## config.mk

```make
export PLATFORM = sky130hd
export DESIGN_NAME = tcce_addr
export DESIGN_NICKNAME = d
export VERILOG_FILES = /design/src/rtl/tcce_pkg.sv /design/src/rtl/tcce_addr.sv
export SDC_FILE = /design/constraint.sdc
export NUM_CORES = 1
export LEC_CHECK = 0
export ABC_AREA = 1
export ABC_CLOCK_PERIOD_IN_PS = 8800
export CAP_MARGIN = 0
export CORE_AREA = 2 2 39 41
export DETAILED_ROUTE_END_ITERATION = 10
export DIE_AREA = 0 0 41 43
export DONT_BUFFER_PORTS = 1
export PLACE_DENSITY = 0.44
export SYNTH_ARGS = -nofsm -noshare
export SYNTH_HDL_FRONTEND = slang
export SYNTH_SLANG_ARGS = --single-unit
export TNS_END_PERCENT = 10
```

## constraint.sdc

```tcl
create_clock -name vclk -period 8.8
set_input_delay 2.2 -clock vclk [all_inputs]
set_output_delay 2.2 -clock vclk [all_outputs]
set_load 0.01 [all_outputs]
```

## src/rtl/tcce_pkg.sv

```systemverilog
package tcce_pkg;

  localparam int COLUMNS_DEF = 80;
  localparam int ROWS_DEF    = 25;

  localparam int FUNC_W = 3;
  localparam int CHAR_W = 8;
  localparam int CARG_W = 8;
  localparam int RARG_W = 6;
  localparam int COL_W  = 7;
  localparam int ROW_W  = 5;
  localparam int ADDR_W = 11;
  localparam int CELL_W = 16;

  localparam int TAB_STEP = 8;

  localparam logic [CHAR_W-1:0] SPACE_CODE = 8'h20;
  localparam logic [CHAR_W-1:0] PRINT_LO   = 8'h20;
  localparam logic [CHAR_W-1:0] PRINT_HI   = 8'h7f;
  localparam logic [CHAR_W-1:0] CH_NL      = 8'h0a;
  localparam logic [CHAR_W-1:0] CH_TAB     = 8'h09;
  localparam logic [CHAR_W-1:0] CH_BS      = 8'h08;

  localparam logic [FUNC_W-1:0] FN_PUT      = 3'd0;
  localparam logic [FUNC_W-1:0] FN_SET      = 3'd1;
  localparam logic [FUNC_W-1:0] FN_MOVE     = 3'd2;
  localparam logic [FUNC_W-1:0] FN_CLR_SCR  = 3'd3;
  localparam logic [FUNC_W-1:0] FN_CLR_LINE = 3'd4;
  localparam logic [FUNC_W-1:0] FN_CLR_REST = 3'd5;
  localparam logic [FUNC_W-1:0] FN_READ     = 3'd6;

  typedef enum logic [2:0] {
    ST_IDLE,
    ST_EXEC,
    ST_WALK,
    ST_DRAIN,
    ST_RDWAIT,
    ST_ADDR,
    ST_RESP
  } st_t;

  typedef enum logic [1:0] {
    WK_ZERO,
    WK_BLANK,
    WK_SCROLL
  } wk_mode_t;

  typedef struct packed {
    logic        [FUNC_W-1:0] func;
    logic        [CHAR_W-1:0] char_code;
    logic signed [CARG_W-1:0] col_arg;
    logic signed [RARG_W-1:0] row_arg;
  } in_item_t;

  typedef struct packed {
    logic [COL_W-1:0]  cursor_col;
    logic [ROW_W-1:0]  cursor_row;
    logic [ADDR_W-1:0] cursor_address;
    logic [CELL_W-1:0] cell_data;
  } res_t;

endpackage

```

## src/rtl/tcce_addr.sv

```systemverilog
module tcce_addr #(
  parameter int COLUMNS = tcce_pkg::COLUMNS_DEF,
  parameter int ROWS    = tcce_pkg::ROWS_DEF,
  parameter int AW      = $clog2(COLUMNS * ROWS)
) (
  input  logic [tcce_pkg::COL_W-1:0] col,
  input  logic [tcce_pkg::ROW_W-1:0] row,
  output logic [AW-1:0]              addr
);
  import tcce_pkg::*;

  localparam logic [AW-1:0] COLS_A = AW'(COLUMNS);

  logic [AW-1:0] row_base;

  // row times line length, then column offset
  assign row_base = AW'(AW'(row) * COLS_A);
  assign addr     = row_base + AW'(col);

endmodule

```

After elaboration in Yosys (flattened, before gate mapping)
Cells that the tools add are included.

storage, ports and cells
  output and inout port bits = 11
  flip-flop bits (word level) = 0
  bits of input ports = 12

cells by class
  add/sub/neg operators = 1
  $mul = 1

operator list
  kind                   number
  $add A11 B7 Y11        1
  $mul A5 B3 Y7 const B  1

Depth between registers and ports, before layout
Gate-level depths: netlist (run 1).

  depth in word-level cells = 2
  mapped depth = 9
  mapped depth without buffers = 9

Worst setup path before layout (run 1)
Ideal clock, no wire load.

  path type = input to output
  start point = in row[1] (netlist bit)
  end point = out addr[10]
  slack = 2.951 ns
  data required time = 6.600 ns
  arrival time = 3.649 ns
  buffers on the path = 0
  stages = 9
  cells stage by stage = ha_1 > ha_1 > fa_1 > nand2_1 > inv_1 > nand3_1 > nor2_1 > nand3_1 > nand2_1

between the ends
  word-level cells in the longest chain between the ends = 2

ends and longest elaborated chain
  element          RTL line         RTL
  from (decl)      tcce_addr.sv:7   input logic [tcce_pkg::ROW_W-1:0] row,
  $mul A5 B3 Y7    tcce_addr.sv:17  assign row_base = AW'(AW'(row) * COLS_A);
  $add A11 B7 Y11  tcce_addr.sv:18  assign addr = row_base + AW'(col);
  to (decl)        tcce_addr.sv:8   output logic [AW-1:0] addr

No other way between the ends.

Worst setup path after layout (run 1)
Ends and elaborated chain as after synthesis.

==> results list, run 1 <==
- Vias per cell: 4.478
- After legalization and detailed placement, the total HPWL measured 585.8 µm.
- Setup slack closes at 2861 ps.
- Worst setup slack before clock tree synthesis: 2864 ps
* Die Span X: 41 µm
- Buffers inserted to repair hold after CTS numbered 0.
* Setup violation total in the final timing report: 0
- Crit Path Category: in -> out
- In the final routed layout, each cell accounts on average for 9.612 µm.
- After detailed routing, the total wire length is 644 µm.
- Of the total synthesized cell area, the portion taken by full adders, half adders and majority gates is 0.4136.
- In the finished design, the share of the clock period the worst path needs comes to 0.6749.
* Register area share after synthesis: 0
- Fmax: 168.4 MHz
- Headroom to the max-slew limit came out at 0.8015.
- IO buf count: 0
* Type of element launching the critical path: input port
- Across the VDD grid, the largest voltage drop is 28.19 µV.
- Number of antenna cells inserted: 0
- The number of endpoints with negative hold slack in the final report came to 0.
- For this run, the post-layout net count is 76.
- Of the total synthesized cell area, the portion taken by AND, OR, NAND and NOR gates is 0.3492.
- Synthesis handed over a netlist of 55 instances.
- RSZ-0062 raised after global routing: false
- Of the cells placed in the final design, the portion with a size suffix greater than 1 is 0.01961.
- The tightest min-delay check is of the in -> out type.
- After synthesis, the largest family of logic cells by area is adder cells.
* Via count of the first global-routing pass: 272
- In this run, distinct cell masters in the synthesized netlist total 12.
- Core region area: 1384 µm²
- Sequential cell area in the final layout: 0 µm²
- Measured on the finished design, the core utilization comes to 0.2595.
- After detailed routing, the number of remaining DRC violations is 0.
* DR pass1 iterations: 4
* Number of gates resized after cts: 0
* Non-filler cells, final: 67
- After detailed placement, the design holds a cell count of 67.
- The routed layout has 300 vias.
* Combined area of all synthesized cells: 369.1 µm²
- The critical path goes through ha_1, ha_1, fa_1, nand2_1, inv_1, nand3_1, nor2_1, nand3_1, nand2_1.
* IO Pins: 23
- Stage delay of the slowest cell on the critical path: 530 ps
* Total grt overflow: 0
- The initialized floorplan defines 14 standard-cell rows.
- Wire length of the first global-routing pass: 1076 µm
- STA classifies the critical path endpoint as a primary output.
- Routed Antenna Nets: 0
- Pin slew with the least headroom to its limit: 295.6 ps
- Antenna violations before repair: 0
- Critical path data arrival time: 3740 ps
- For this design, the slowest cell found on the critical path is sky130_fd_sc_hd__fa_1.
- Pin count of the biggest net entering global routing: 7
* Total nets after synthesis: 78
* Starting DRC count in detailed routing: 5
- Post-layout min period: 5939 ps
* Result of the run: finished, final reports clean
- Cell leakage power: 0.2017 nW
- The number of setup buffers added after CTS is 0.
- Highest fanout seen on the critical path: 4
- Die area: 1763 µm²
- The tool flagged a number of max-cap violations equal to 0.
* Clock tree buffer count of the final layout: 0
* Warnings from Yosys: 0
- Multiplexer share of the synthesized area: 0
- Xor/xnor share of the synthesized area: 0.07119
- The synthesized-area fraction occupied by ao, oa, aoi and oai cells came to 0.01356.
- Power density normalized to cell area: 76.81 nW/µm²
- Relative to the synthesized area, the layout overhead comes to -2.712%.
- Die height: 43 µm
- In this run the mean area of a mapped cell was 6.711 µm².
- The design has 0 sequential cells.
- In the final timing run, aggregate negative setup slack is 0 ps.
- The initial utilization of the core area, before any placement, comes to 0.2667.
- Routability cong.: 0.6899
- The max-slew violation count is 0.
* Overall fraction of global-route tracks in use: 0.08124
- STA puts the critical path data required time at 6600 ps.
- Power comes to 0.02758 mW.
==> placed cells by master, fill, tap and decap left out <==
cell,Yosys,routed
sky130_fd_sc_hd__xor2_1,2,2
sky130_fd_sc_hd__nand3_2,1,1
sky130_fd_sc_hd__xnor2_1,1,1
sky130_fd_sc_hd__a21oi_1,1,1
sky130_fd_sc_hd__fa_1,2,2
sky130_fd_sc_hd__nand2_1,17,17
sky130_fd_sc_hd__inv_1,7,7
sky130_fd_sc_hd__nor2_1,1,1
sky130_fd_sc_hd__ha_1,9,9
sky130_fd_sc_hd__nand4_1,1,1
sky130_fd_sc_hd__nand3_1,9,9
==> metal layers <==
| layer | routed length [µm] | up-vias | part of all wire | global-route usage |
|---|---|---|---|---|
| met5 | 0 | - | 0 | 0 |
| met4 | 0 | 0 | 0 | 0 |
| met3 | 70 | 0 | 0.11 | 0.02094 |
| met2 | 291 | 6 | 0.45 | 0.1281 |
| met1 | 282 | 125 | 0.44 | 0.1154 |
| li1 | - | 169 | - | - |
==> critical path, delay by kind of cell <==
family	cells	cell delay, ps
buffers and inverters	1	100
adder cells (fa/ha/maj)	3	1020
AND/OR/NAND/NOR	5	410
==> report_power, final <==
group	total [mW]	switching, mW	internal, mW
combinational	0.0276	0.0173	0.0102
clock	0	0	0
sequential	0	0	0
==> path summary, 6_finish.rpt <==
kind | from | end | slack (ps) | cells after the start
setup / recovery | row[1] | addr[10] | 2860 | 9
hold / removal | col[0] | addr[0] | 4400 | 0
==> logic make-up (layout without fill, tap and decap cells) <==
| group | count (synthesis) | after routing |
|---|---|---|
| xor gates and xnor gates | 3 | 3 |
| and+or+nand+nor | 29 | 29 |
| adders and majority gates | 11 | 11 |
| buffers and inverters | 11 | 7 |
| AOI/OAI and AO/OA | 1 | 1 |
==> synth_stat cells <==
cell type / instances / area share
sky130_fd_sc_hd__inv_1: 7 / 0.071
sky130_fd_sc_hd__xnor2_1: 1 / 0.024
sky130_fd_sc_hd__nand3_1: 9 / 0.12
sky130_fd_sc_hd__a21oi_1: 1 / 0.014
sky130_fd_sc_hd__nand3_2: 1 / 0.027
sky130_fd_sc_hd__nand4_1: 1 / 0.017
sky130_fd_sc_hd__xor2_1: 2 / 0.047
sky130_fd_sc_hd__fa_1: 2 / 0.11
sky130_fd_sc_hd__ha_1: 9 / 0.31
sky130_fd_sc_hd__nor2_1: 1 / 0.010
sky130_fd_sc_hd__buf_4: 4 / 0.081
sky130_fd_sc_hd__nand2_1: 17 / 0.17
==> cell type report <==
class                           count  area [µm²]
Fill cell                         154        1025
Inverter                            7       26.28
Multi-Input combinational cell     44       312.8
Tap cell                           16       20.02
==> metrics by stage <==
stage,hold slack [ps],area (µm²)
floorplan,4492,369.1
global placement,4400,359.1
detailed placement,4400,359.1
CTS,4400,359.1
global route,4400,359.1
finish,4400,359.1
Power figures use the tool's default switching activity.
==> run 2: changes to the inputs <==
ABC_CLOCK_PERIOD_IN_PS = 5600   (was 8800)
clock period = 5.6 ns   (was 8.8 ns; I/O delays follow)
==> run 2 against run 1 <==
Effect of this change:
- global-route usage rose by 0.40 points
- critical path depth did not move
- die area did not move
- hold slack got worse by 1600 ps
- via count rose by 5.0%
- routed wire length rose by 6.4%
- count of clock-buffer cells in the layout did not move
- sequential share of layout area did not move
- first-iteration DRC count rose by 40%
- design area did not move
- core utilization did not move
- critical endpoint unchanged
==> results list, run 2 (same netlist as run 1, synthesis figures left out) <==
* Stage delay of the slowest cell on the critical path: 530 ps
- The max-slew violation count is 0.
- The count of buffers added on input and output ports is 0.
* Worst min-delay path category: in -> out
- Routed Antenna Nets: 0
- Subtracting the final worst setup slack from the clock period gives 4373 ps.
- Routability-driven placement finished with a final weighted congestion of 0.6824.
- After detailed routing, the average wire length per cell comes to 10.22 µm.
- Placement row count: 14
* Critical path data arrival time: 2970 ps
* Setup violation total in the final timing report: 0
- Pin slew with the least headroom to its limit: 302.6 ps
* Sequential cell count: 0
- The flow ran to the end, and the final reports show no timing, DRC or antenna violations.
- The number of gates resized after CTS was 0.
- In this run the top signal layer used is met3.
- In the global route stage, overall resource usage came out at 0.08526.
- The initial antenna violation count was 0.
- In the detailed route, the total length drawn on met3 is 37 µm.
* IO Pins: 23
* Remaining max-slew budget at the tightest pin: 0.7968
- Maximum capacitance violations: 0
* Effective utilization at floorplan: 0.2667
* Fin crit share: 0.7809
* Starting DRC count in detailed routing: 7
- Clock tree buffer count of the final layout: 0
- Die area: 1763 µm²
* Number of fill cells in the layout: 158
- Non-filler cells, final: 67
* Crit Path Category: in -> out
- Most frequent cells in the layout: 17 x sky130_fd_sc_hd__nand2_1, 9 x sky130_fd_sc_hd__nand3_1, 9 x sky130_fd_sc_hd__ha_1
- Hold bufs inserted after CTS: 0
* Endpoint class of the critical path: primary output
* Post-layout worst setup margin: 1227 ps
* Drt total wl: 685 µm
- Type of element launching the critical path: input port
- On the critical path, the stage with the largest delay is an instance of sky130_fd_sc_hd__fa_1.
* Power density normalized to cell area: 122.8 nW/µm²
* Routed vias: 315
- The number of setup buffers added after CTS is 0.
- In the final layout, the share of cells above drive strength 1 is 0.01961.
* Die Span X: 41 µm
* Instance count after placement with tap cells included: 67
- In the final design database the tool counted 76 nets.
* DR pass1 iterations: 4
- Sequential cell area in the final layout: 0 µm²
- Fmax: 228.7 MHz
* Wire length of the first global-routing pass: 1145 µm
- Via count of the first global-routing pass: 279
* Peak supply drop: 37.65 µV
- Cell Chain, Critical Path: ha_1, ha_1, fa_1, nand2_1, inv_1, nand3_1, nor2_1, nand3_1, nand2_1
* Most frequent standard cell in the layout excluding fill and tap cells: sky130_fd_sc_hd__nand2_1
- STA puts the critical path data required time at 4200 ps.
* Pin count of the biggest net entering global routing: 7
* Total grt overflow: 0
* Routed length on met1: 320 µm
* Number of antenna cells inserted: 0
- Area Overhead vs Synth: -2.712%
* WL met2: 327 µm
- Hold Fails Final Rpt: 0
* Vias per cell: 4.701
- The multi-input combinational cells in the finished layout cover a total of 312.8 µm².
* Core region area: 1384 µm²
* RSZ-0062 raised after global routing: false
- Of all nets on the critical path, the largest fanout is 4.
- Final sum of negative setup slack: 0 ps
- HPWL Detailed: 616.6 µm
* Cell leakage power: 0.2017 nW
- For this run, design rule violations remaining after detail routing come to 0.
* Die height: 43 µm
* Worst setup slack before clock tree synthesis: 1236 ps
run 2: cell counts in the layout (fill, tap and decap cells not counted):
Identical to the previous run, type by type.
run 2: critical path: cells and delay by family:
family	cells	cell delay, ps
AND/OR/NAND/NOR	5	430
adder cells (fa/ha/maj)	3	1020
buffers and inverters	1	110
run 2: final cells by class:
| class | instances | share of cell area |
|---|---|---|
| inverter | 7 | 0.07317 |
| multi-input combinational | 44 | 0.8711 |
| tap | 16 | 0.05575 |
run 2: worst paths after layout:
| path | startpoint | endpoint | slack (ps) | cells after the start |
|---|---|---|---|---|
| setup / recovery | row[1] | addr[10] | 1230 | 9 |
| hold / removal | col[0] | addr[0] | 2800 | 0 |
run 2: layer usage:
layer | track usage | up-vias
met5 | 0 | -
met4 | 0 | 0
met3 | 0 | 0
met2 | 0.1438 | 6
met1 | 0.1250 | 138
li1 | - | 171
run 2: where the power goes:
group          leakage, nW  switching, mW  total [mW]  internal (mW)
logic                0.202         0.0280      0.0441         0.0161
clock network            0              0           0              0
registers                0              0           0              0
run 2: metrics by stage:
step / hold slack, ps / cell area [µm²] / power [mW] / utilization
2_1_floorplan: 2892 / 369.1 / 0.04094 / -
3_3_place_gp: 2800 / 359.1 / 0.04416 / 0.2595
3_5_place_dp: 2800 / 359.1 / 0.04389 / 0.2595
4_1_cts: 2800 / 359.1 / 0.04433 / 0.2595
5_1_grt: 2800 / 359.1 / 0.05026 / 0.2595
6_report: 2800 / 359.1 / 0.04409 / 0.2595
==> run 3: changes to the inputs <==
ABC_CLOCK_PERIOD_IN_PS = 3800   (was 5600)
PLACE_DENSITY = 0.46   (was 0.44)
clock period = 3.8 ns   (was 5.6 ns; I/O delays follow)
==> run 3 against run 2 <==
Effect of this change:
- worst setup slack got worse by 880 ps
- routed wire length fell by 8.5%
- final cell count did not move
- die area did not move
- global-route usage rose by 0.59 points
- total power rose by 44%
- sequential share of layout area did not move
- via count fell by 3.5%
- core utilization did not move
- sequential cell count did not move
- hold slack got worse by 900 ps
- largest power group unchanged
==> results list, run 3 (same netlist as run 1, synthesis figures left out) <==
- The flow ran to the end, and the final reports show no timing, DRC or antenna violations.
- The die covers 1763 µm².
- The routed layout has 304 vias.
- For this design the total switching power over the nets is 0.03986 mW.
* Post-layout min period: 3455 ps
* Pin slew with the least headroom to its limit: 282.2 ps
- The startpoint identified for the worst hold timing path is col[1].
- At the end of routability-driven placement, the weighted congestion stood at 0.7439.
- The number of endpoints with negative hold slack in the final report is 0.
- After routing, the total negative slack on setup checks comes to 0 ps.
- In the routed design, unresolved DRC markers number 0.
- Measured along the x axis, the die boundary spans 41 µm.
- Once placement finished, the instance area stood at 359.1 µm².
- Pin count of the biggest net entering global routing: 7
- In this run the core area contains 14 standard-cell rows.
- Starting DRC count in detailed routing: 2
- From synthesis to final layout, the design area changed by -2.712%.
- Vias per cell: 4.537
- Total grt overflow: 0
* Via count of the first global-routing pass: 285
* Peak supply drop: 61.05 µV
* First element of the critical path: row[1]
- In this run the tightest slew margin relative to its limit is 0.8112.
* Share of post-route cells with drive strength above 1: 0.01961
- Combinational group share of total power: 1.000
- Derived from the worst setup path, the maximum achievable clock frequency is 289.4 MHz.
- Max-cap violations in this run came to 0.
* Number of pins with negative max-slew slack in the final report: 0
- The number of hold buffers added after CTS was 0.
- STA classifies the critical path startpoint as an input port.
- Core region area: 1384 µm²
- From bottom edge to top edge, the die measures 43 µm.
* Overall fraction of global-route tracks in use: 0.09118
- In this run the power density over the cells is 177.2 nW/µm².
- At the worst endpoint, the required time is 2850 ps.
- In this run the static leakage power is 0.2017 nW.
* Final net count: 76
* HPWL Detailed: 605.9 µm
- Worst min-delay path category: in -> out
- The count of nets left with antenna violations once routing finished came out at 0.
* Power share of the clock group: 0
* Crit Path Category: in -> out
- For this configuration, the core starts out at a cell density of 0.2667.
- Number of gates resized after cts: 0
- Sequential cell count: 0
- The repair_antennas step left the layout with diodes totalling 0.
- The initial antenna violation count is 0.
* Most frequent standard cell in the layout excluding fill and tap cells: sky130_fd_sc_hd__nand2_1
* IO buf count: 0
- At the worst endpoint, the arrival time is 2510 ps.
* Setup violation total in the final timing report: 0
- Number of buffers added for setup after CTS: 0
- Wire length of the first global-routing pass: 1193 µm
- Endpoint class of the critical path: primary output
* Cell internal pwr: 0.02378 mW
- Dividing the final minimum period by the clock period gives 0.9093.
* Final routed wire length divided by cell count: 9.358 µm
- Sw frac: 0.6263
- In the finished layout, the clock tree contains a buffer count of 0.
- Summing all flip-flop and latch instances after layout gives 0 µm².
- For this run, the detailed router's first-pass iteration total came to 4.
- Of all nets on the critical path, the largest fanout is 4.
- Wires add up to 627 µm.
* IO Pins: 23
* Sequential power share: 0
- In the layout the commonest cells are 17 x sky130_fd_sc_hd__nand2_1, 9 x sky130_fd_sc_hd__nand3_1, 9 x sky130_fd_sc_hd__ha_1.
- Final design instance area without fill: 359.1 µm²
- Setup repair after global routing left no endpoint under its margin.
[run 3: cell counts in the layout (fill, tap and decap cells not counted)]
Identical to the previous run, type by type.
[run 3: cell type report]
cell class | instances | area [µm²]
Multi-Input combinational cell | 44 | 312.8
Tap cell | 16 | 20.02
Fill cell | 167 | 1025
Inverter | 7 | 26.28
[run 3: power by group through the flow]
stage               Combinational, mW  Clock, mW  Sequential, mW
finish                         0.0636          0               0
global placement               0.0651          0               0
floorplan                      0.0603          0               0
detailed placement             0.0644          0               0
CTS                            0.0649          0               0
global route                   0.0734          0               0
[run 3: stage by stage]
stage / setup WS, ps / power (mW) / hold WS, ps / std cells / util
global route: 235.1 / 0.07342 / 1900 / 67 / 0.2595
CTS: 317.9 / 0.06491 / 1900 / 67 / 0.2595
detailed placement: 330.4 / 0.06441 / 1900 / 67 / 0.2595
finish: 344.8 / 0.06364 / 1900 / 67 / 0.2595
floorplan: 451.1 / 0.06034 / 1992 / 55 / -
global placement: 364.0 / 0.06515 / 1900 / 67 / 0.2595
[run 3: routing by layer]
metal,part of all wire,up-vias,track usage
met5,0,-,0
met4,0,0,0
met3,0.088,0,0.01047
met2,0.45,5,0.1375
met1,0.46,129,0.1438
li1,-,170,-
[run 3: path summary, 6_finish.rpt]
path,slack (ps),endpoint,cells past startpoint
max,340,addr[10],9
min,1900,addr[1],0
[run 3: worst max-delay path, stage by stage]
cell and delay [ps]:
sky130_fd_sc_hd__ha_1 270, sky130_fd_sc_hd__ha_1 230, sky130_fd_sc_hd__fa_1 530, sky130_fd_sc_hd__nand2_1 60, sky130_fd_sc_hd__inv_1 100, sky130_fd_sc_hd__nand3_1 90
sky130_fd_sc_hd__nor2_1 90, sky130_fd_sc_hd__nand3_1 70, sky130_fd_sc_hd__nand2_1 110
