==> src/rtl/tcce_pkg.sv <==
package tcce_pkg;

  localparam int COLUMNS_DEF = 80;
  localparam int ROWS_DEF    = 25;

  localparam int FUNC_W = 3;
  localparam int CHAR_W = 8;
  localparam int CARG_W = 8;
  localparam int RARG_W = 6;
  localparam int COL_W  = 7;
  localparam int ROW_W  = 5;
  localparam int ADDR_W = 11;
  localparam int CELL_W = 16;

  localparam int TAB_STEP = 8;

  localparam logic [CHAR_W-1:0] SPACE_CODE = 8'h20;
  localparam logic [CHAR_W-1:0] PRINT_LO   = 8'h20;
  localparam logic [CHAR_W-1:0] PRINT_HI   = 8'h7f;
  localparam logic [CHAR_W-1:0] CH_NL      = 8'h0a;
  localparam logic [CHAR_W-1:0] CH_TAB     = 8'h09;
  localparam logic [CHAR_W-1:0] CH_BS      = 8'h08;

  localparam logic [FUNC_W-1:0] FN_PUT      = 3'd0;
  localparam logic [FUNC_W-1:0] FN_SET      = 3'd1;
  localparam logic [FUNC_W-1:0] FN_MOVE     = 3'd2;
  localparam logic [FUNC_W-1:0] FN_CLR_SCR  = 3'd3;
  localparam logic [FUNC_W-1:0] FN_CLR_LINE = 3'd4;
  localparam logic [FUNC_W-1:0] FN_CLR_REST = 3'd5;
  localparam logic [FUNC_W-1:0] FN_READ     = 3'd6;

  typedef enum logic [2:0] {
    ST_IDLE,
    ST_EXEC,
    ST_WALK,
    ST_DRAIN,
    ST_RDWAIT,
    ST_ADDR,
    ST_RESP
  } st_t;

  typedef enum logic [1:0] {
    WK_ZERO,
    WK_BLANK,
    WK_SCROLL
  } wk_mode_t;

  typedef struct packed {
    logic        [FUNC_W-1:0] func;
    logic        [CHAR_W-1:0] char_code;
    logic signed [CARG_W-1:0] col_arg;
    logic signed [RARG_W-1:0] row_arg;
  } in_item_t;

  typedef struct packed {
    logic [COL_W-1:0]  cursor_col;
    logic [ROW_W-1:0]  cursor_row;
    logic [ADDR_W-1:0] cursor_address;
    logic [CELL_W-1:0] cell_data;
  } res_t;

endpackage

==> src/rtl/tcce_ctrl.sv <==
module tcce_ctrl #(
  parameter int COLUMNS = tcce_pkg::COLUMNS_DEF,
  parameter int ROWS    = tcce_pkg::ROWS_DEF,
  parameter int AW      = $clog2(COLUMNS * ROWS)
) (
  input  logic                        clk,
  input  logic                        rst_n,
  input  logic                        in_vld,
  output logic                        in_rdy,
  input  tcce_pkg::in_item_t          in_item,
  output logic                        res_vld,
  input  logic                        res_rdy,
  output tcce_pkg::res_t              res,
  output logic [tcce_pkg::COL_W-1:0]  au_col,
  output logic [tcce_pkg::ROW_W-1:0]  au_row,
  input  logic [AW-1:0]               au_addr,
  output logic                        mem_we,
  output logic [AW-1:0]               mem_waddr,
  output logic [tcce_pkg::CELL_W-1:0] mem_wdata,
  output logic [AW-1:0]               mem_raddr,
  input  logic [tcce_pkg::CELL_W-1:0] mem_rdata
);
  import tcce_pkg::*;

  localparam int CELLS = COLUMNS * ROWS;
  localparam int CS_W  = COL_W + 3;
  localparam int RS_W  = ROW_W + 3;
  localparam int CA_W  = COL_W + 1;

  localparam logic [AW-1:0]          LAST_CELL  = AW'(CELLS - 1);
  localparam logic [AW-1:0]          SCROLL_LIM = AW'(CELLS - COLUMNS);
  localparam logic [AW-1:0]          COLS_A     = AW'(COLUMNS);
  localparam logic [COL_W-1:0]       COL_LAST   = COL_W'(COLUMNS - 1);
  localparam logic [ROW_W-1:0]       ROW_LAST   = ROW_W'(ROWS - 1);
  localparam logic [CA_W-1:0]        COLS_CA    = CA_W'(COLUMNS);
  localparam logic [CA_W-1:0]        TAB_MASK   = CA_W'(TAB_STEP - 1);
  localparam logic signed [CS_W-1:0] COL_MAX_S  = CS_W'(COLUMNS - 1);
  localparam logic signed [RS_W-1:0] ROW_MAX_S  = RS_W'(ROWS - 1);

  function automatic logic [COL_W-1:0] clamp_col(input logic signed [CS_W-1:0] v);
    logic [COL_W-1:0] r;
    if (v < 0) begin
      r = '0;
    end else if (v > COL_MAX_S) begin
      r = COL_LAST;
    end else begin
      r = v[COL_W-1:0];
    end
    return r;
  endfunction

  function automatic logic [ROW_W-1:0] clamp_row(input logic signed [RS_W-1:0] v);
    logic [ROW_W-1:0] r;
    if (v < 0) begin
      r = '0;
    end else if (v > ROW_MAX_S) begin
      r = ROW_LAST;
    end else begin
      r = v[ROW_W-1:0];
    end
    return r;
  endfunction

  st_t               state_r, state_nxt;
  in_item_t          in_r, in_nxt;
  logic [CELL_W-1:0] cell_r, cell_nxt;
  logic [COL_W-1:0]  cur_col_r, cur_col_nxt;
  logic [ROW_W-1:0]  cur_row_r, cur_row_nxt;
  logic [AW-1:0]     cur_addr_r, cur_addr_nxt;
  logic [AW-1:0]     wk_addr_r, wk_addr_nxt;
  logic [AW-1:0]     wk_last_r, wk_last_nxt;
  wk_mode_t          wk_mode_r, wk_mode_nxt;
  logic [CHAR_W-1:0] fill_r, fill_nxt;
  logic              scroll_pend_r, scroll_pend_nxt;
  logic              pend_vld_r, pend_vld_nxt;
  logic [AW-1:0]     pend_addr_r, pend_addr_nxt;
  logic              pend_copy_r, pend_copy_nxt;

  logic [COL_W-1:0]       set_col, mv_col_c, dec_col;
  logic [ROW_W-1:0]       set_row, mv_row_c, dec_row;
  logic signed [CS_W-1:0] mv_col;
  logic signed [RS_W-1:0] mv_row;
  logic [CA_W-1:0]        adv_col, tab_col;
  logic [AW-1:0]          bs_addr;
  logic                   printable, put_nl;
  logic                   dec_walk, dec_scroll_pend;
  logic [AW-1:0]          dec_start, dec_last;
  wk_mode_t               dec_mode;
  logic [CHAR_W-1:0]      dec_fill;
  logic                   wk_end, wk_copy;
  logic [AW-1:0]          wk_raddr;

  assign set_col = clamp_col({{(CS_W-CARG_W){in_r.col_arg[CARG_W-1]}}, in_r.col_arg});
  assign set_row = clamp_row({{(RS_W-RARG_W){in_r.row_arg[RARG_W-1]}}, in_r.row_arg});

  assign mv_col = $signed({{(CS_W-COL_W){1'b0}}, cur_col_r})
                + $signed({{(CS_W-CARG_W){in_r.col_arg[CARG_W-1]}}, in_r.col_arg});
  assign mv_row = $signed({{(RS_W-ROW_W){1'b0}}, cur_row_r})
                + $signed({{(RS_W-RARG_W){in_r.row_arg[RARG_W-1]}}, in_r.row_arg});
  assign mv_col_c = clamp_col(mv_col);
  assign mv_row_c = clamp_row(mv_row);

  assign adv_col   = {1'b0, cur_col_r} + CA_W'(1);
  assign tab_col   = ({1'b0, cur_col_r} | TAB_MASK) + CA_W'(1);
  assign bs_addr   = (cur_addr_r == '0) ? '0 : cur_addr_r - AW'(1);
  assign printable = (in_r.char_code >= PRINT_LO) && (in_r.char_code <= PRINT_HI);

  // scroll copies from the row below, the last row keeps its attribute
  assign wk_copy  = (wk_mode_r == WK_SCROLL) && (wk_addr_r < SCROLL_LIM);
  assign wk_raddr = wk_copy ? wk_addr_r + COLS_A : wk_addr_r;
  assign wk_end   = (wk_addr_r == wk_last_r);

  // function decode
  always_comb begin
    dec_walk        = 1'b0;
    dec_start       = cur_addr_r;
    dec_last        = cur_addr_r;
    dec_mode        = WK_BLANK;
    dec_fill        = SPACE_CODE;
    dec_scroll_pend = 1'b0;
    dec_col         = cur_col_r;
    dec_row         = cur_row_r;
    put_nl          = 1'b0;
    case (in_r.func)
      FN_PUT: begin
        if (printable) begin
          dec_walk = 1'b1;
          dec_fill = in_r.char_code;
          if (adv_col >= COLS_CA) begin
            put_nl = 1'b1;
          end else begin
            dec_col = adv_col[COL_W-1:0];
          end
        end else if (in_r.char_code == CH_NL) begin
          put_nl = 1'b1;
        end else if (in_r.char_code == CH_TAB) begin
          if (tab_col >= COLS_CA) begin
            put_nl = 1'b1;
          end else begin
            dec_col = tab_col[COL_W-1:0];
          end
        end else if (in_r.char_code == CH_BS) begin
          dec_walk  = 1'b1;
          dec_start = bs_addr;
          dec_last  = bs_addr;
          if (cur_col_r != '0) begin
            dec_col = cur_col_r - COL_W'(1);
          end else if (cur_row_r != '0) begin
            dec_col = COL_LAST;
            dec_row = cur_row_r - ROW_W'(1);
          end
        end
        if (put_nl) begin
          dec_col = '0;
          if (cur_row_r == ROW_LAST) begin
            if (dec_walk) begin
              dec_scroll_pend = 1'b1;
            end else begin
              dec_walk  = 1'b1;
              dec_start = '0;
              dec_last  = LAST_CELL;
              dec_mode  = WK_SCROLL;
            end
          end else begin
            dec_row = cur_row_r + ROW_W'(1);
          end
        end
      end
      FN_SET: begin
        dec_col = set_col;
        dec_row = set_row;
      end
      FN_MOVE: begin
        dec_col = mv_col_c;
        dec_row = mv_row_c;
      end
      FN_CLR_SCR: begin
        dec_walk  = 1'b1;
        dec_start = '0;
        dec_last  = LAST_CELL;
        dec_col   = '0;
        dec_row   = '0;
      end
      FN_CLR_LINE: begin
        if (cur_col_r != COL_LAST) begin
          dec_walk  = 1'b1;
          dec_start = cur_addr_r + AW'(1);
          dec_last  = cur_addr_r + AW'(COL_LAST - cur_col_r);
        end
      end
      FN_CLR_REST: begin
        if (cur_addr_r != LAST_CELL) begin
          dec_walk  = 1'b1;
          dec_start = cur_addr_r + AW'(1);
          dec_last  = LAST_CELL;
        end
      end
      default: begin
      end
    endcase
  end

  // next state
  always_comb begin
    state_nxt = state_r;
    case (state_r)
      ST_IDLE: begin
        if (in_vld) begin
          state_nxt = ST_EXEC;
        end
      end
      ST_EXEC: begin
        if (dec_walk) begin
          state_nxt = ST_WALK;
        end else if (in_r.func == FN_READ) begin
          state_nxt = ST_RDWAIT;
        end else begin
          state_nxt = ST_ADDR;
        end
      end
      ST_WALK: begin
        if (wk_end) begin
          state_nxt = ST_DRAIN;
        end
      end
      ST_DRAIN: begin
        if (wk_mode_r == WK_ZERO) begin
          state_nxt = ST_IDLE;
        end else if (scroll_pend_r) begin
          state_nxt = ST_WALK;
        end else begin
          state_nxt = ST_ADDR;
        end
      end
      ST_RDWAIT: state_nxt = ST_ADDR;
      ST_ADDR:   state_nxt = ST_RESP;
      ST_RESP: begin
        if (res_rdy) begin
          state_nxt = ST_IDLE;
        end
      end
      default: state_nxt = ST_IDLE;
    endcase
  end

  // datapath and outputs
  always_comb begin
    in_nxt          = in_r;
    cell_nxt        = cell_r;
    cur_col_nxt     = cur_col_r;
    cur_row_nxt     = cur_row_r;
    cur_addr_nxt    = cur_addr_r;
    wk_addr_nxt     = wk_addr_r;
    wk_last_nxt     = wk_last_r;
    wk_mode_nxt     = wk_mode_r;
    fill_nxt        = fill_r;
    scroll_pend_nxt = scroll_pend_r;
    pend_vld_nxt    = 1'b0;
    pend_addr_nxt   = wk_addr_r;
    pend_copy_nxt   = wk_copy;
    in_rdy          = (state_r == ST_IDLE);
    res_vld         = (state_r == ST_RESP);
    au_col          = cur_col_r;
    au_row          = cur_row_r;
    mem_raddr       = wk_raddr;
    case (state_r)
      ST_IDLE: begin
        if (in_vld) begin
          in_nxt   = in_item;
          cell_nxt = '0;
        end
      end
      ST_EXEC: begin
        au_col          = set_col;
        au_row          = set_row;
        mem_raddr       = au_addr;
        cur_col_nxt     = dec_col;
        cur_row_nxt     = dec_row;
        wk_addr_nxt     = dec_start;
        wk_last_nxt     = dec_last;
        wk_mode_nxt     = dec_mode;
        fill_nxt        = dec_fill;
        scroll_pend_nxt = dec_scroll_pend;
      end
      ST_WALK: begin
        pend_vld_nxt = 1'b1;
        if (!wk_end) begin
          wk_addr_nxt = wk_addr_r + AW'(1);
        end
      end
      ST_DRAIN: begin
        if (scroll_pend_r && (wk_mode_r != WK_ZERO)) begin
          wk_addr_nxt     = '0;
          wk_last_nxt     = LAST_CELL;
          wk_mode_nxt     = WK_SCROLL;
          fill_nxt        = SPACE_CODE;
          scroll_pend_nxt = 1'b0;
        end
      end
      ST_RDWAIT: cell_nxt = mem_rdata;
      ST_ADDR:   cur_addr_nxt = au_addr;
      default: begin
      end
    endcase
  end

  // write side of the walk, one cell behind the read
  assign mem_we    = pend_vld_r;
  assign mem_waddr = pend_addr_r;
  always_comb begin
    if (wk_mode_r == WK_ZERO) begin
      mem_wdata = '0;
    end else if (pend_copy_r) begin
      mem_wdata = mem_rdata;
    end else begin
      mem_wdata = {mem_rdata[CELL_W-1:CHAR_W], fill_r};
    end
  end

  assign res.cursor_col     = cur_col_r;
  assign res.cursor_row     = cur_row_r;
  assign res.cursor_address = ADDR_W'(cur_addr_r);
  assign res.cell_data      = cell_r;

  // reset starts a zero-fill walk over the whole memory
  always_ff @(posedge clk) begin
    if (!rst_n) begin
      state_r       <= ST_WALK;
      cur_col_r     <= '0;
      cur_row_r     <= '0;
      cur_addr_r    <= '0;
      wk_addr_r     <= '0;
      wk_last_r     <= LAST_CELL;
      wk_mode_r     <= WK_ZERO;
      scroll_pend_r <= 1'b0;
      pend_vld_r    <= 1'b0;
    end else begin
      state_r       <= state_nxt;
      cur_col_r     <= cur_col_nxt;
      cur_row_r     <= cur_row_nxt;
      cur_addr_r    <= cur_addr_nxt;
      wk_addr_r     <= wk_addr_nxt;
      wk_last_r     <= wk_last_nxt;
      wk_mode_r     <= wk_mode_nxt;
      scroll_pend_r <= scroll_pend_nxt;
      pend_vld_r    <= pend_vld_nxt;
    end
  end

  always_ff @(posedge clk) begin
    in_r        <= in_nxt;
    cell_r      <= cell_nxt;
    fill_r      <= fill_nxt;
    pend_addr_r <= pend_addr_nxt;
    pend_copy_r <= pend_copy_nxt;
  end

endmodule

==> config.mk <==
export PLATFORM = sky130hd
export DESIGN_NAME = tcce_ctrl
export DESIGN_NICKNAME = d
export VERILOG_FILES = /design/src/rtl/tcce_pkg.sv /design/src/rtl/tcce_ctrl.sv
export SDC_FILE = /design/constraint.sdc
export NUM_CORES = 1
export LEC_CHECK = 0
export BUFFER_PORTS_ARGS = -buffer_cell sky130_fd_sc_hd__buf_2
export CAP_MARGIN = 20
export CORE_MARGIN = 1
export CORE_UTILIZATION = 60
export CTS_BUF_LIST = sky130_fd_sc_hd__clkbuf_4 sky130_fd_sc_hd__clkbuf_8
export DETAILED_ROUTE_END_ITERATION = 16
export PLACE_DENSITY = 0.85
export SYNTH_ARGS = -nofsm -noshare
export SYNTH_HDL_FRONTEND = slang
export SYNTH_SLANG_ARGS = --single-unit
==> constraint.sdc <==
create_clock -name clk -period 4.84 [get_ports clk]
set_input_delay 1.21 -clock clk [delete_from_list [all_inputs] [get_ports clk]]
set_output_delay 1.21 -clock clk [all_outputs]
set_load 0.03 [all_outputs]
After elaboration in Yosys (flattened, before gate mapping)
Cells that the tools add are included.

cells by class
  add/subtract/negate cells = 13
  magnitude comparators = 13
  equal/unequal tests = 30
  muxes and demuxes = 98
  reductions and logical operators = 21

operator list
  operator               number
  $mux 11                20
  $mux 7                 14
  $pmux 11 s4            2
  $mux 5                 13
  $pmux 11 s3            1
  $mux 16                2
  $mux 8                 4
  $pmux 16 s2            1
  $pmux 7 s4             1
  $eq 8x4->1 const B     3
  $add 11x1->11 const B  2
  $mux 1                 22
  $pmux 11 s2            1
  $pmux 3 s7             1
  $pmux 5 s4             1
  $eq 3x3->1 const B     6
  $mux 3                 6
  $add 7x1->8 const B    2
  $ge 8x7->1 const B     2
  $pmux 8 s2             1
  $eq 3x2->1 const B     4
  $add 11x11->11         1
  $add 11x7->11 const B  1
  $eq 11x11->1           1
  44 further kinds       63

storage, ports and cells
  bits in registers = 113
  input port bits = 56
  word-level logic and storage cells = 192

Depth between registers and ports, before layout
Gate-level depths: netlist of the first run.

  word-level depth = 11
  mapped depth = 13
  gate-level depth less buffers = 12

Worst setup path after synthesis of the first run
No wires, ideal clock.

  kind = register -> output
  start = reg wk_addr_r[8], in the netlist pend_addr_nxt[8]
  end = out mem_raddr[9]
  arrival time = 1,918 ps
  data required time = 3,630 ps
  slack = 1,712 ps
  stages on the path, launching flop included = 8
  buffers on the path = 1
  cell sequence = dfxtp_1 > clkbuf_1 > nand4_1 > nand3b_1 > nor2_1 > nand3_1 > xor2_1 > o21ai_0

on the way
  longest elaborated chain between the ends = 4
  elaborated cells on any way between the ends = 5

ends and longest elaborated chain
  element                 RTL line          text
  from (decl)             tcce_ctrl.sv:70   logic [AW-1:0] wk_addr_r, wk_addr_nxt;
  from (signal assigned)  tcce_ctrl.sv:342  wk_addr_r <= wk_addr_nxt;
  $lt 11x11->1            tcce_ctrl.sv:109  assign wk_copy = (wk_mode_r == WK_SCROLL) && (wk_addr_r < SCROLL_LIM);
  $logic_and 1x1->1       tcce_ctrl.sv:109
  $mux 11 *               tcce_ctrl.sv:110  assign wk_raddr = wk_copy ? wk_addr_r + COLS_A : wk_addr_r;
  $mux 11 *               tcce_ctrl.sv:266  case (state_r)
  to (decl)               tcce_ctrl.sv:20   output logic [AW-1:0] mem_raddr,

Mark *: on every way between the ends. The rest lies on a longest branch, timed or not.

Final worst setup path of the first run
  start = reg state_r[2]
  end = out au_col[6] in the netlist's numbering

on the way
  longest elaborated chain between the ends = 2

ends and longest elaborated chain
  element                 RTL line          text
  from (decl)             tcce_ctrl.sv:64   st_t state_r, state_nxt;
  from (signal assigned)  tcce_ctrl.sv:338  state_r <= state_nxt;
  $eq 3x1->1              tcce_ctrl.sv:266
  $mux 7                  tcce_ctrl.sv:266
  to (decl)               tcce_ctrl.sv:14   output logic [tcce_pkg::COL_W-1:0] au_col,

Every way passes these cells.

==> metrics list, run 1 <==
* Final-layout worst hold slack: 0.469 ns
- Via density per instance: 6.36
- Clock sink count: 113
* Number of buffers added on ports: 147
* Vias in the first global route: 7714
- Die outline width: 119 µm
* Average cell area after synthesis: 8.34 µm²
* Number of pins with negative max-slew slack in the final report: 0
* Post-synth top area share: 17.9%
- Detailed placement ended at an HPWL of 17600 µm.
- In the global route stage, met2 resource usage came out at 58.7%.
- In this run, post-CTS repair resized a total of 0 instances.
* Dominant synthesized flop cell: sky130_fd_sc_hd__dfxtp_1
- The global routing stage identified its most utilized layer as met2.
- No sink is reached through more buffers than the 2 on the longest clock path.
* Hold buffers post-CTS: 0
- The cell count after synthesis came out at 988.
- Final setup violation count: 0
- Counting flops with a built-in enable in the synthesized netlist gives 49.
- Required time of the critical path: 3.63 ns
- The floorplan step defined a die boundary enclosing 14200 µm².
- Setup repair after global routing left no endpoint under its margin.
- Result of the run: finished, final reports clean
- In this run the static leakage power is 3.85 nW.
- Entering global routing, the biggest net connects 52 pins.
- Setup TNS: 0 ns
* DR DRC count: 0
- Cells with a size suffix above 1 make up 18.1% of the layout.
- The congestion estimate from routability-driven global placement came to 0.987.
* Clock insertion delay at the later pin of the skew report: 0.45 ns
* Dominant cell type by area after synthesis: sky130_fd_sc_hd__edfxtp_1
- Critical Path End Type: primary output
- Number of standard-cell rows in the floorplan: 42
- After floorplanning, the core was sized to cover 13300 µm².
* CTS Buf Count: 17
- The clock arrives with 0.0131 ns of skew.
- For the pin with the worst max-slew slack, the measured transition is 0.944 ns.
- Overall power of the completed layout: 1.96 mW
- Mapped cell area: 8240 µm²
- Pin placement for this block handled 148 I/O pins.
* Non-filler instance count after layout: 1284
- For this run, the total global-route usage over all layers was measured as 34.9%.
* Drt first-iter violations: 747
- The worst setup path is launched from a register.
- TritonCTS built the clock tree.
- Total Routed Length: 24400 µm
* # nets final: 1194
- First-pass GRT wire length: 39100 µm
- The clock period could shrink to 3.55 ns.
* Proportion of register bits with asynchronous set or reset after synthesis: 0%
* R2r startpoint: cur_col_r[4]$_SDFFE_PN0P_
* GR Layer Usage met3: 6.99%
- Initial standard-cell utilization of the core: 62.0%
- CTS built an H-tree with a depth of 4.
* Hold Fails Final Rpt: 0
- Crit Path Category: register to primary output
* Detailed-routing iteration count for the pre-antenna-repair pass: 7
* GRT Residual Overflow: 0
- The startpoint identified for the worst hold timing path is pend_addr_nxt[5]$_SDFFE_PN0P_.
- Sequential elements use 33.4% of the synthesized area.
- Vias: 8169
- Number of distinct library cells after synthesis: 88
- In this run the power density over the cells is 209 nW/µm².
* YS warnings: 0
- Max Fclk: 281 MHz
- Area Overhead vs Synth: 13.7%
* Critical path startpoint: state_r[2]$_SDFFE_PN0P_
* Maximum resistive drop on vdd: 206 µV
- Of all nets on the critical path, the largest fanout is 40.
- Once placement completed, the tool counted placed cells totaling 1250.
* Leading post-synthesis cells by instance count: 93 x sky130_fd_sc_hd__nand2_1, 82 x sky130_fd_sc_hd__o21ai_0, 75 x sky130_fd_sc_hd__nor2_1, 65 x sky130_fd_sc_hd__a21oi_1, 64 x sky130_fd_sc_hd__dfxtp_1
- Met1 demand-to-capacity share in global routing: 42.1%
- CTS root buffer: sky130_fd_sc_hd__clkbuf_8
* Post-synthesis sequential element count: 113
- Syn nets: 1087
- Among all cell types in the netlist, the one instantiated most often is sky130_fd_sc_hd__nand2_1.
- Max-cap violations in this run came to 0.
- Routed wire per std cell: 19.0 µm
* Worst relative slew slack: 36.4%
* Clock-pin slew reported for the worst setup and hold paths after clock tree synthesis: 0.07 ns
* Post-route ant nets: 0
- The number of antenna diodes in the final layout is 0.
- The number of antenna violations at the first check in global routing was 0.
* Die Y: 119 µm
* Fin crit share: 73.4%
* Utilization of the core after routing: 70.4%
- Arrival time reported for the critical path endpoint: 2.34 ns
* Post-CTS setup buffers: 0
* Class of the tightest hold or removal check: register to register
* Biggest area contributors in the synthesized netlist: sky130_fd_sc_hd__edfxtp_1 18%, sky130_fd_sc_hd__dfxtp_1 16%, sky130_fd_sc_hd__ha_1 6.1%, sky130_fd_sc_hd__o21ai_0 5.0%, sky130_fd_sc_hd__nand2_1 4.2%
[worst max-delay path, stage by stage, from the launching register on]
cell                      delay (ns)
sky130_fd_sc_hd__dfxtp_1        0.80
sky130_fd_sc_hd__nor2_1         0.13
sky130_fd_sc_hd__nand2_1        0.10
sky130_fd_sc_hd__buf_4          0.38
sky130_fd_sc_hd__nand2_1        0.09
sky130_fd_sc_hd__o21ai_0        0.13
sky130_fd_sc_hd__buf_2          0.25
[sequential cells by signal, summed over array words and instances, names as in the netlist, 2 cells and up]
register       cells
in_r              25
cur_row_r          5
wk_mode_r          2
mem_waddr         11
cur_addr_r        11
state_r            3
cur_col_r          7
pend_addr_nxt     11
wk_last_r         11
cell_r            16
fill_r             8
[layout make-up]
| class | count | area (µm²) |
|---|---|---|
| Tap cell | 176 | 220 |
| Clock inverter | 14 | 146 |
| Multi-Input combinational cell | 782 | 5120 |
| Timing Repair Buffer | 152 | 781 |
| Inverter | 29 | 109 |
| Fill cell | 1081 | 3930 |
| Clock buffer | 18 | 241 |
| Sequential cell | 113 | 2750 |
[cells in the final DEF, fill, tap and decap left out, types with 8 or more instances in the layout]
cell                       instances
sky130_fd_sc_hd__xor2_1           22
sky130_fd_sc_hd__a31oi_1          20
sky130_fd_sc_hd__and2_1           15
sky130_fd_sc_hd__o21ai_0          82
sky130_fd_sc_hd__edfxtp_1         49
sky130_fd_sc_hd__a21oi_1          65
sky130_fd_sc_hd__nand2_1          93
sky130_fd_sc_hd__buf_2           147
sky130_fd_sc_hd__a211oi_1         10
sky130_fd_sc_hd__nor4_1            8
sky130_fd_sc_hd__nor3_1           18
sky130_fd_sc_hd__o211ai_1          9
sky130_fd_sc_hd__inv_1            29
sky130_fd_sc_hd__and3_1           29
sky130_fd_sc_hd__dfxtp_1          64
sky130_fd_sc_hd__nor2_1           75
sky130_fd_sc_hd__clkbuf_8         17
sky130_fd_sc_hd__nand4_1           9
sky130_fd_sc_hd__xnor2_1          30
sky130_fd_sc_hd__nor2b_1          28
sky130_fd_sc_hd__mux2i_1          19
sky130_fd_sc_hd__o21a_1           11
sky130_fd_sc_hd__o22ai_1          10
sky130_fd_sc_hd__ha_1             40
sky130_fd_sc_hd__nand3_1          30
sky130_fd_sc_hd__nand2b_1         13
[logic make-up after synthesis]
logic type,after synthesis,share of synthesized area [%]
mux,19,2.31
compound gates,301,24.2
simple gates,366,23.2
buf+inv,93,4.49
other cells,1,0.0455
fa+ha+maj,43,6.80
flops,113,33.4
xor+xnor,52,5.53
[final timing paths]
check,slack [ns],cells past startpoint,end
max,1.29,6,au_col[6]
min,0.47,0,mem_waddr[5]$_DFF_P_
max reg2reg,1.51,10,pend_addr_nxt[8]$_SDFFE_PN0P_
min reg2reg,0.47,0,mem_waddr[5]$_DFF_P_
[routing by layer]
layer | share of wire (%) | vias to the layer above
li1 | - | 3868
met3 | 7.0 | 83
met2 | 49 | 370
met4 | 3.7 | 0
met1 | 40 | 3848
met5 | 0 | -
[per-stage QoR]
step,cell area [µm²],worst slack (ns)
after floorplan,8240,1.71
after global placement,8960,1.77
after detailed placement,8960,1.61
after CTS,9340,1.32
after global routing,9370,1.05
final,9370,1.29
[power by group]
part	internal [mW]	switching (mW)
Combinational	0.0291	0.0376
Sequential	0.995	0.00649
Clock	0.501	0.390
(Power assumes the default switching activity.)
==> run 2: changes to the inputs <==
--- a/config.mk
+++ b/config.mk
@@ -8,10 +8,10 @@
 export BUFFER_PORTS_ARGS = -buffer_cell sky130_fd_sc_hd__buf_2
 export CAP_MARGIN = 20
 export CORE_MARGIN = 1
-export CORE_UTILIZATION = 60
+export CORE_UTILIZATION = 59
 export CTS_BUF_LIST = sky130_fd_sc_hd__clkbuf_4 sky130_fd_sc_hd__clkbuf_8
 export DETAILED_ROUTE_END_ITERATION = 16
-export PLACE_DENSITY = 0.85
+export PLACE_DENSITY = 0.84
 export SYNTH_ARGS = -nofsm -noshare
 export SYNTH_HDL_FRONTEND = slang
 export SYNTH_SLANG_ARGS = --single-unit
==> constraint.sdc (replaced) <==
create_clock -name clk -period 3.3 [get_ports clk]
set_input_delay 0.825 -clock clk [delete_from_list [all_inputs] [get_ports clk]]
set_output_delay 0.825 -clock clk [all_outputs]
set_load 0.03 [all_outputs]
==> metrics list, run 2 (synthesis gave the netlist of run 1 again) <==
- Result of the run: finished, final reports clean (unchanged).
- Hold Fails Final Rpt: 0 (unchanged)
- The number of global-route vias before repair is 7879 (was 7714).
* Met1 demand-to-capacity share in global routing: 43.6% (was 42.1%)
- Of the available clock period, the critical path in the final layout requires 93.3%.
- The source-to-sink clock delay at the later pin of the worst-skew pair is 0.46 ns (was 0.45 ns).
- Nature of the critical path startpoint: register (unchanged)
- First-pass GRT wire length: 40300 µm (was 39100 µm)
- The final weighted congestion in routability-driven placement is 1.01 (was 0.987).
- The net switching power figure was 642 µW (was 434 µW).
- Diodes inserted: 0 (unchanged)
* Final-layout worst hold slack: 0.468 ns (was 0.469 ns)
* Sequential Power Share: 48.0% (was 51.1%)
- The starting density of the core came to 61.2% (was 62.0%).
* Required time of the critical path: 2.47 ns (was 3.63 ns)
- The floorplan core area came to 13500 µm² (was 13300 µm²).
- The worst slew margin relative to its limit was 41.7% (was 36.4%).
- The switching part of the total power is 21.0% (was 22.2%).
- The slew of the pin with the lowest slew margin came to 0.866 ns (was 0.944 ns).
- The total negative slack is 0 ns (unchanged).
- Total Routed Length: 25500 µm (was 24400 µm)
- Die Outline Area: 14400 µm² (was 14200 µm²)
* CTS Buf Count: 17 (unchanged)
- Clock-pin slew reported for the worst setup and hold paths after clock tree synthesis: 0.07 ns (about the same)
- The number of post-CTS setup repair buffers is 0 (unchanged).
- Crit Path Category: register to primary output (unchanged)
* Die Y: 120 µm (was 119 µm)
- Timing would allow up to 325 MHz.
- The peak ir drop on the vdd network is 333 µV (was 206 µV).
* Number of placed I/O pins: 148 (unchanged)
- Class of the tightest hold or removal check: register to register (unchanged)
- The number of nets in the final layout is 1221 (was 1194).
- Total number of H-tree levels: 4 (unchanged)
- The static leakage came to 4.03 nW (was 3.85 nW).
- Counting I/O delays and the setup requirement, the final critical path takes 3.08 ns.
- The total routing usage reported by global routing is 35.9% (was 34.9%).
- Final critical-path setup slack: 0.221 ns (was 1.29 ns)
* Arrival time reported for the critical path endpoint: 2.25 ns (was 2.34 ns)
- DR DRC count: 0 (unchanged)
- The power per cell area is 318 nW/µm² (was 209 nW/µm²).
* Most frequent cells in the layout: 147 x sky130_fd_sc_hd__buf_2, 93 x sky130_fd_sc_hd__nand2_1, 82 x sky130_fd_sc_hd__o21ai_0 (unchanged)
* GR Layer Usage met3: 7.22% (was 6.99%)
* Routed wire per std cell: 19.4 µm (was 19.0 µm)
- The number of pins with negative max-slew slack in the final report was 0 (unchanged).
- Utilization of the core after routing: 71.5% (was 70.4%)
* Vias: 8414 (was 8169)
* Final setup violation count: 0 (unchanged)
- The overall die width is 120 µm (was 119 µm).
- The maximum fanout count along the critical path is 11 (was 40).
* Pre-CTS worst setup slack: 0.434 ns (was 1.61 ns)
* Final HPWL DP: 18700 µm (was 17600 µm)
- Unrepaired setup endpoints after global routing: false (unchanged).
* Skew final: 0.0134 ns (was 0.0131 ns)
* Number of buffers added on ports: 147 (unchanged)
* Power share of the clock group: 48.9% (was 45.5%)
- Antenna violations before repair: 0 (unchanged)
- The share of layout cells above drive strength 1 came to 20.4% (was 18.1%).
- Clock sink count: 113 (unchanged)
* Post-cts gate resize count: 0 (unchanged)
- GRT Residual Overflow: 0 (unchanged)
- The number of vias per cell after detailed routing came to 6.42 (was 6.36).
* Pin count of the biggest net entering global routing: 29 (was 52)
* Proportion of power drawn by combinational gates: 3.1% (was 3.4%)
* Clock Tree Buf Depth: 2 (unchanged)
- The internal power of the cells came to 2.42 mW (was 1.52 mW).
- The count of maximum capacitance violations is 0 (unchanged).
- The number of design-rule violations left by the first detailed-router iteration is 629 (was 747).
- Leading cell type in the layout, fill and taps excluded: sky130_fd_sc_hd__buf_2 (unchanged)
* TritonCTS clock tree: built (unchanged)
- The flip-flop count of the largest register, all copies and words added is 25 (unchanged).
- Detailed-routing iteration count for the pre-antenna-repair pass: 7 (unchanged)
- The number of antenna-violating nets in the routed design is 0 (unchanged).
- Largest register by flop count: in_r (unchanged)
* Area Overhead vs Synth: 16.8% (was 13.7%)
* Number of standard-cell rows in the floorplan: 42 (unchanged)
* Critical Path End Type: primary output (unchanged)
- The cell at the root of the clock tree is sky130_fd_sc_hd__clkbuf_8 (unchanged).
- Largest registers: in_r x25, cell_r x16 (unchanged).
* Met2 demand-to-capacity share in global routing: 60.1% (was 58.7%)
* Most crowded layer after global routing: met2 (unchanged)
* Hold buffers post-CTS: 0 (unchanged)
run 2: cell count changes in the layout (fill, tap and decap cells not counted), sizes merged:
| cell | previous run | this run |
|---|---|---|
| clkbuf | 18 | 20 |
| buf | 152 | 179 |
| clkinv | 9 | 7 |
| bufinv | 3 | 5 |
| clkinvlp | 2 | 0 |
run 2: layout make-up:
class	count	area [µm²]
Inverter	29	109
Timing Repair Buffer	179	976
Sequential cell	113	2750
Clock buffer	20	256
Fill cell	1076	3830
Tap cell	176	220
Clock inverter	12	189
Multi-Input combinational cell	782	5120
run 2: final timing paths:
kind / startpoint / endpoint / slack, ns / depth (start not counted)
worst min register to register: pend_addr_nxt[3]$_SDFFE_PN0P_ / mem_waddr[3]$_DFF_P_ / 0.47 / 0
worst max-delay path: pend_addr_nxt[8]$_SDFFE_PN0P_ / mem_raddr[9] / 0.22 / 7
worst max register to register: cur_col_r[4]$_SDFFE_PN0P_ / pend_addr_nxt[8]$_SDFFE_PN0P_ / 0.34 / 11
worst min-delay path: pend_addr_nxt[3]$_SDFFE_PN0P_ / mem_waddr[3]$_DFF_P_ / 0.47 / 0
run 2: through the flow:
| stage | area, µm² | total power, mW | instances |
|---|---|---|---|
| floorplan | 8240 | 1.54 | 988 |
| global placement | 9170 | 1.59 | 1279 |
| detailed placement | 9170 | 1.59 | 1279 |
| CTS | 9620 | 3.05 | 1311 |
| global route | 9620 | 3.13 | 1311 |
| finish | 9620 | 3.06 | 1311 |
run 2: power groups by stage:
stage	combinational [mW]	sequential, mW	clock [mW]
floorplan	0.0360	1.50	0
global placement	0.0927	1.50	0
detailed placement	0.0937	1.50	0
CTS	0.0950	1.47	1.49
global route	0.103	1.47	1.56
finish	0.0963	1.47	1.49
run 2: critical path, cell delays in order, from the launching register on:
cell	delay (ns)
sky130_fd_sc_hd__dfxtp_1	0.45
sky130_fd_sc_hd__nand4_1	0.17
sky130_fd_sc_hd__nand3b_1	0.21
sky130_fd_sc_hd__nor2_1	0.28
sky130_fd_sc_hd__nand3_1	0.12
sky130_fd_sc_hd__xor2_1	0.17
sky130_fd_sc_hd__o21ai_0	0.17
sky130_fd_sc_hd__buf_2	0.22
run 2: per-layer routing:
| metal | part of all wire, % | routed length [µm] | vias up |
|---|---|---|---|
| met3 | 7.8 | 1990 | 85 |
| met1 | 40 | 10100 | 3948 |
| met5 | 0 | 0 | - |
| met4 | 4.3 | 1080 | 0 |
| li1 | - | - | 3918 |
| met2 | 48 | 12300 | 463 |
==> run 3: changes to the inputs <==
--- a/config.mk
+++ b/config.mk
@@ -12,6 +12,7 @@
 export CTS_BUF_LIST = sky130_fd_sc_hd__clkbuf_4 sky130_fd_sc_hd__clkbuf_8
 export DETAILED_ROUTE_END_ITERATION = 16
 export PLACE_DENSITY = 0.84
+export REMOVE_ABC_BUFFERS = 1
 export SYNTH_ARGS = -nofsm -noshare
 export SYNTH_HDL_FRONTEND = slang
 export SYNTH_SLANG_ARGS = --single-unit
==> metrics list, run 3 (synthesis gave the netlist of run 1 again) <==
- Result of the run: finished, final reports clean (unchanged).
* Nature of the critical path startpoint: register (unchanged)
- Fin crit share: 94.8% (was 93.3%)
- Largest registers: in_r x25, cell_r x16 (unchanged).
- CTS Buf Count: 17 (unchanged)
- Total Routed Length: 24700 µm (was 25500 µm)
- Critical Path, Cell by Cell: nand4_1 -> nand3b_1 -> nor2_1 -> nand3_1 -> xor2_1 -> o21ai_0 -> buf_2 (unchanged)
* Most frequent cells in the layout: 147 x sky130_fd_sc_hd__buf_2, 93 x sky130_fd_sc_hd__nand2_1, 82 x sky130_fd_sc_hd__o21ai_0 (unchanged)
- First-pass GRT wire length: 38600 µm (was 40300 µm)
- The cell at the root of the clock tree is sky130_fd_sc_hd__clkbuf_8 (unchanged).
* Critical Path End Type: primary output (unchanged)
* Clock Tree Buf Depth: 2 (unchanged)
- Filler cell count in the final layout: 1094 (was 1076)
- Final-layout worst hold slack: 0.466 ns (was 0.468 ns)
* Largest register by flop count: in_r (unchanged)
* Fin crit period: 3.13 ns (was 3.08 ns)
- Post-route ant nets: 0 (unchanged)
- The final weighted congestion in routability-driven placement was 1.05 (was 1.01).
* Detailed-routing iteration count for the pre-antenna-repair pass: 5 (was 7)
* Post-CTS setup buffers: 0 (unchanged)
- Global routing usage summed across all routing layers: 34.5% (was 35.9%)
* TritonCTS clock tree: built (unchanged)
- Reported leakage power: 4.00 nW (was 4.03 nW)
* Maximum resistive drop on vdd: 226 µV (was 333 µV)
* Final HPWL DP: 18400 µm (was 18700 µm)
* Drt first-iter violations: 788 (was 629)
- The power per cell area came to 308 nW/µm² (was 318 nW/µm²).
* Max FFs per register: 25 (unchanged)
* Clock-pin slew reported for the worst setup and hold paths after clock tree synthesis: 0.07 ns (about the same)
- Antenna violations before repair: 0 (unchanged)
- Crit Path Category: register to primary output (unchanged)
- Unrepaired setup endpoints after global routing: false (unchanged)
* CP max stage delay: 0.45 ns (about the same)
* Total number of H-tree levels: 4 (unchanged)
- Vias: 8300 (was 8414)
- The number of hold buffers added after CTS is 0 (unchanged).
- The maximum clock skew at final layout came to 0.0139 ns (was 0.0134 ns).
- The area added between synthesis and finish came to 16.2% (was 16.8%).
- Via density per instance: 6.34 (was 6.42)
- GRT Residual Overflow: 0 (unchanged)
- The data arrival time of the critical path was 2.30 ns (was 2.25 ns).
- Max-capacitance violation count: 0 (unchanged)
- Setup TNS: 0 ns (unchanged)
* Leading cell type in the layout, fill and taps excluded: sky130_fd_sc_hd__buf_2 (unchanged)
* Actual slew at the worst max-slew pin: 0.895 ns (was 0.866 ns)
* Slowest-stage cell, CP: sky130_fd_sc_hd__dfxtp_1 (unchanged)
* Area of the placeable core: 13500 µm² (unchanged)
* Initial standard-cell utilization of the core: 61.2% (unchanged)
- DR DRC count: 0 (unchanged)
* # nets final: 1220 (was 1221)
- CP Max Fanout: 12 (was 11)
* Layout cells sized above 1: 20.4% (about the same)
- The highest clock frequency the design can meet was 320 MHz (was 325 MHz).
- The critical path data required time came to 2.47 ns (about the same).
- The count of boundary I/O pins is 148 (unchanged).
- The number of placement rows is 42 (unchanged).
* Final setup violation count: 0 (unchanged)
* Die outline width: 120 µm (unchanged)
- The number of pins with negative max-slew slack in the final report was 0 (unchanged).
- The height of the die came to 120 µm (unchanged).
- The count of instances resized after the clock tree is built came to 0 (unchanged).
- The class of the tightest hold or removal check is register to register (unchanged).
- Number of buffers added on ports: 147 (unchanged)
* Pin count of the biggest net entering global routing: 36 (was 29)
- The final hold violation count is 0 (unchanged).
* Clock sink count: 113 (unchanged)
- The source-to-sink clock delay at the later pin of the worst-skew pair was 0.47 ns (was 0.46 ns).
- Vias in the first global route: 7635 (was 7879)
- Diodes inserted: 0 (unchanged)
* Die Outline Area: 14400 µm² (unchanged)
- The average wire length per cell after detail routing came to 18.9 µm (was 19.4 µm).
- Worst relative slew slack: 40.1% (was 41.7%)
run 3: cell count changes in the layout (fill, tap and decap cells not counted), sizes merged:
cell	change
bufinv	-2
clkinvlp	+2
inv	+2
buf	-1
clkbuf	-1
clkinv	-1
run 3: layout make-up:
| cell class | instances | area [µm²] | area share, % |
|---|---|---|---|
| Clock inverter | 13 | 161 | 1.69 |
| Clock buffer | 19 | 249 | 2.60 |
| Multi-Input combinational cell | 782 | 5120 | 53.4 |
| Sequential cell | 113 | 2750 | 28.7 |
| Tap cell | 176 | 220 | 2.30 |
| Timing Repair Buffer | 178 | 968 | 10.1 |
| Inverter | 29 | 109 | 1.14 |
run 3: report_power, final:
part	internal (mW)	leakage, nW	total [mW]	switching (mW)
Clock	0.763	0.203	1.38	0.622
Sequential	1.46	0.931	1.47	0.00938
Combinational	0.0427	2.86	0.0948	0.0521
run 3: final timing paths:
kind	start	to	slack (ns)	cells after the start
hold reg to reg	pend_addr_nxt[10]$_SDFFE_PN0P_	mem_waddr[10]$_DFF_P_	0.47	0
setup reg to reg	cur_col_r[5]$_SDFFE_PN0P_	pend_addr_nxt[8]$_SDFFE_PN0P_	0.29	11
hold / removal	pend_addr_nxt[10]$_SDFFE_PN0P_	mem_waddr[10]$_DFF_P_	0.47	0
setup / recovery	pend_addr_nxt[7]$_SDFFE_PN0P_	mem_raddr[9]	0.17	7
run 3: worst max-delay path: cells and delay by family, from the launching register on:
kind,cells,cell delay [ns]
buf+inv,1,0.22
flops,1,0.45
xor+xnor,1,0.16
compound gates,1,0.13
simple gates,4,0.87
run 3: layer usage:
| metal | global-route usage (%) | vias up | routed length [µm] |
|---|---|---|---|
| met1 | 42.8 | 3834 | 10100 |
| met2 | 55.9 | 455 | 11700 |
| met4 | 19.9 | 0 | 1080 |
| met3 | 6.70 | 93 | 1870 |
| li1 | - | 3918 | - |
| met5 | 0 | - | 0 |
run 3: through the flow:
| step | area [µm²] | util [%] | total power [mW] | cells | setup slack, ns |
|---|---|---|---|---|---|
| after floorplan | 7980 | - | 1.53 | 924 | 0.344 |
| after global placement | 9170 | 68.1 | 1.59 | 1278 | 0.410 |
| after detailed placement | 9170 | 68.1 | 1.59 | 1278 | 0.400 |
| after CTS | 9580 | 71.2 | 2.95 | 1310 | 0.183 |
| after global routing | 9580 | 71.2 | 3.02 | 1310 | 0.124 |
| final | 9580 | 71.2 | 2.95 | 1310 | 0.173 |
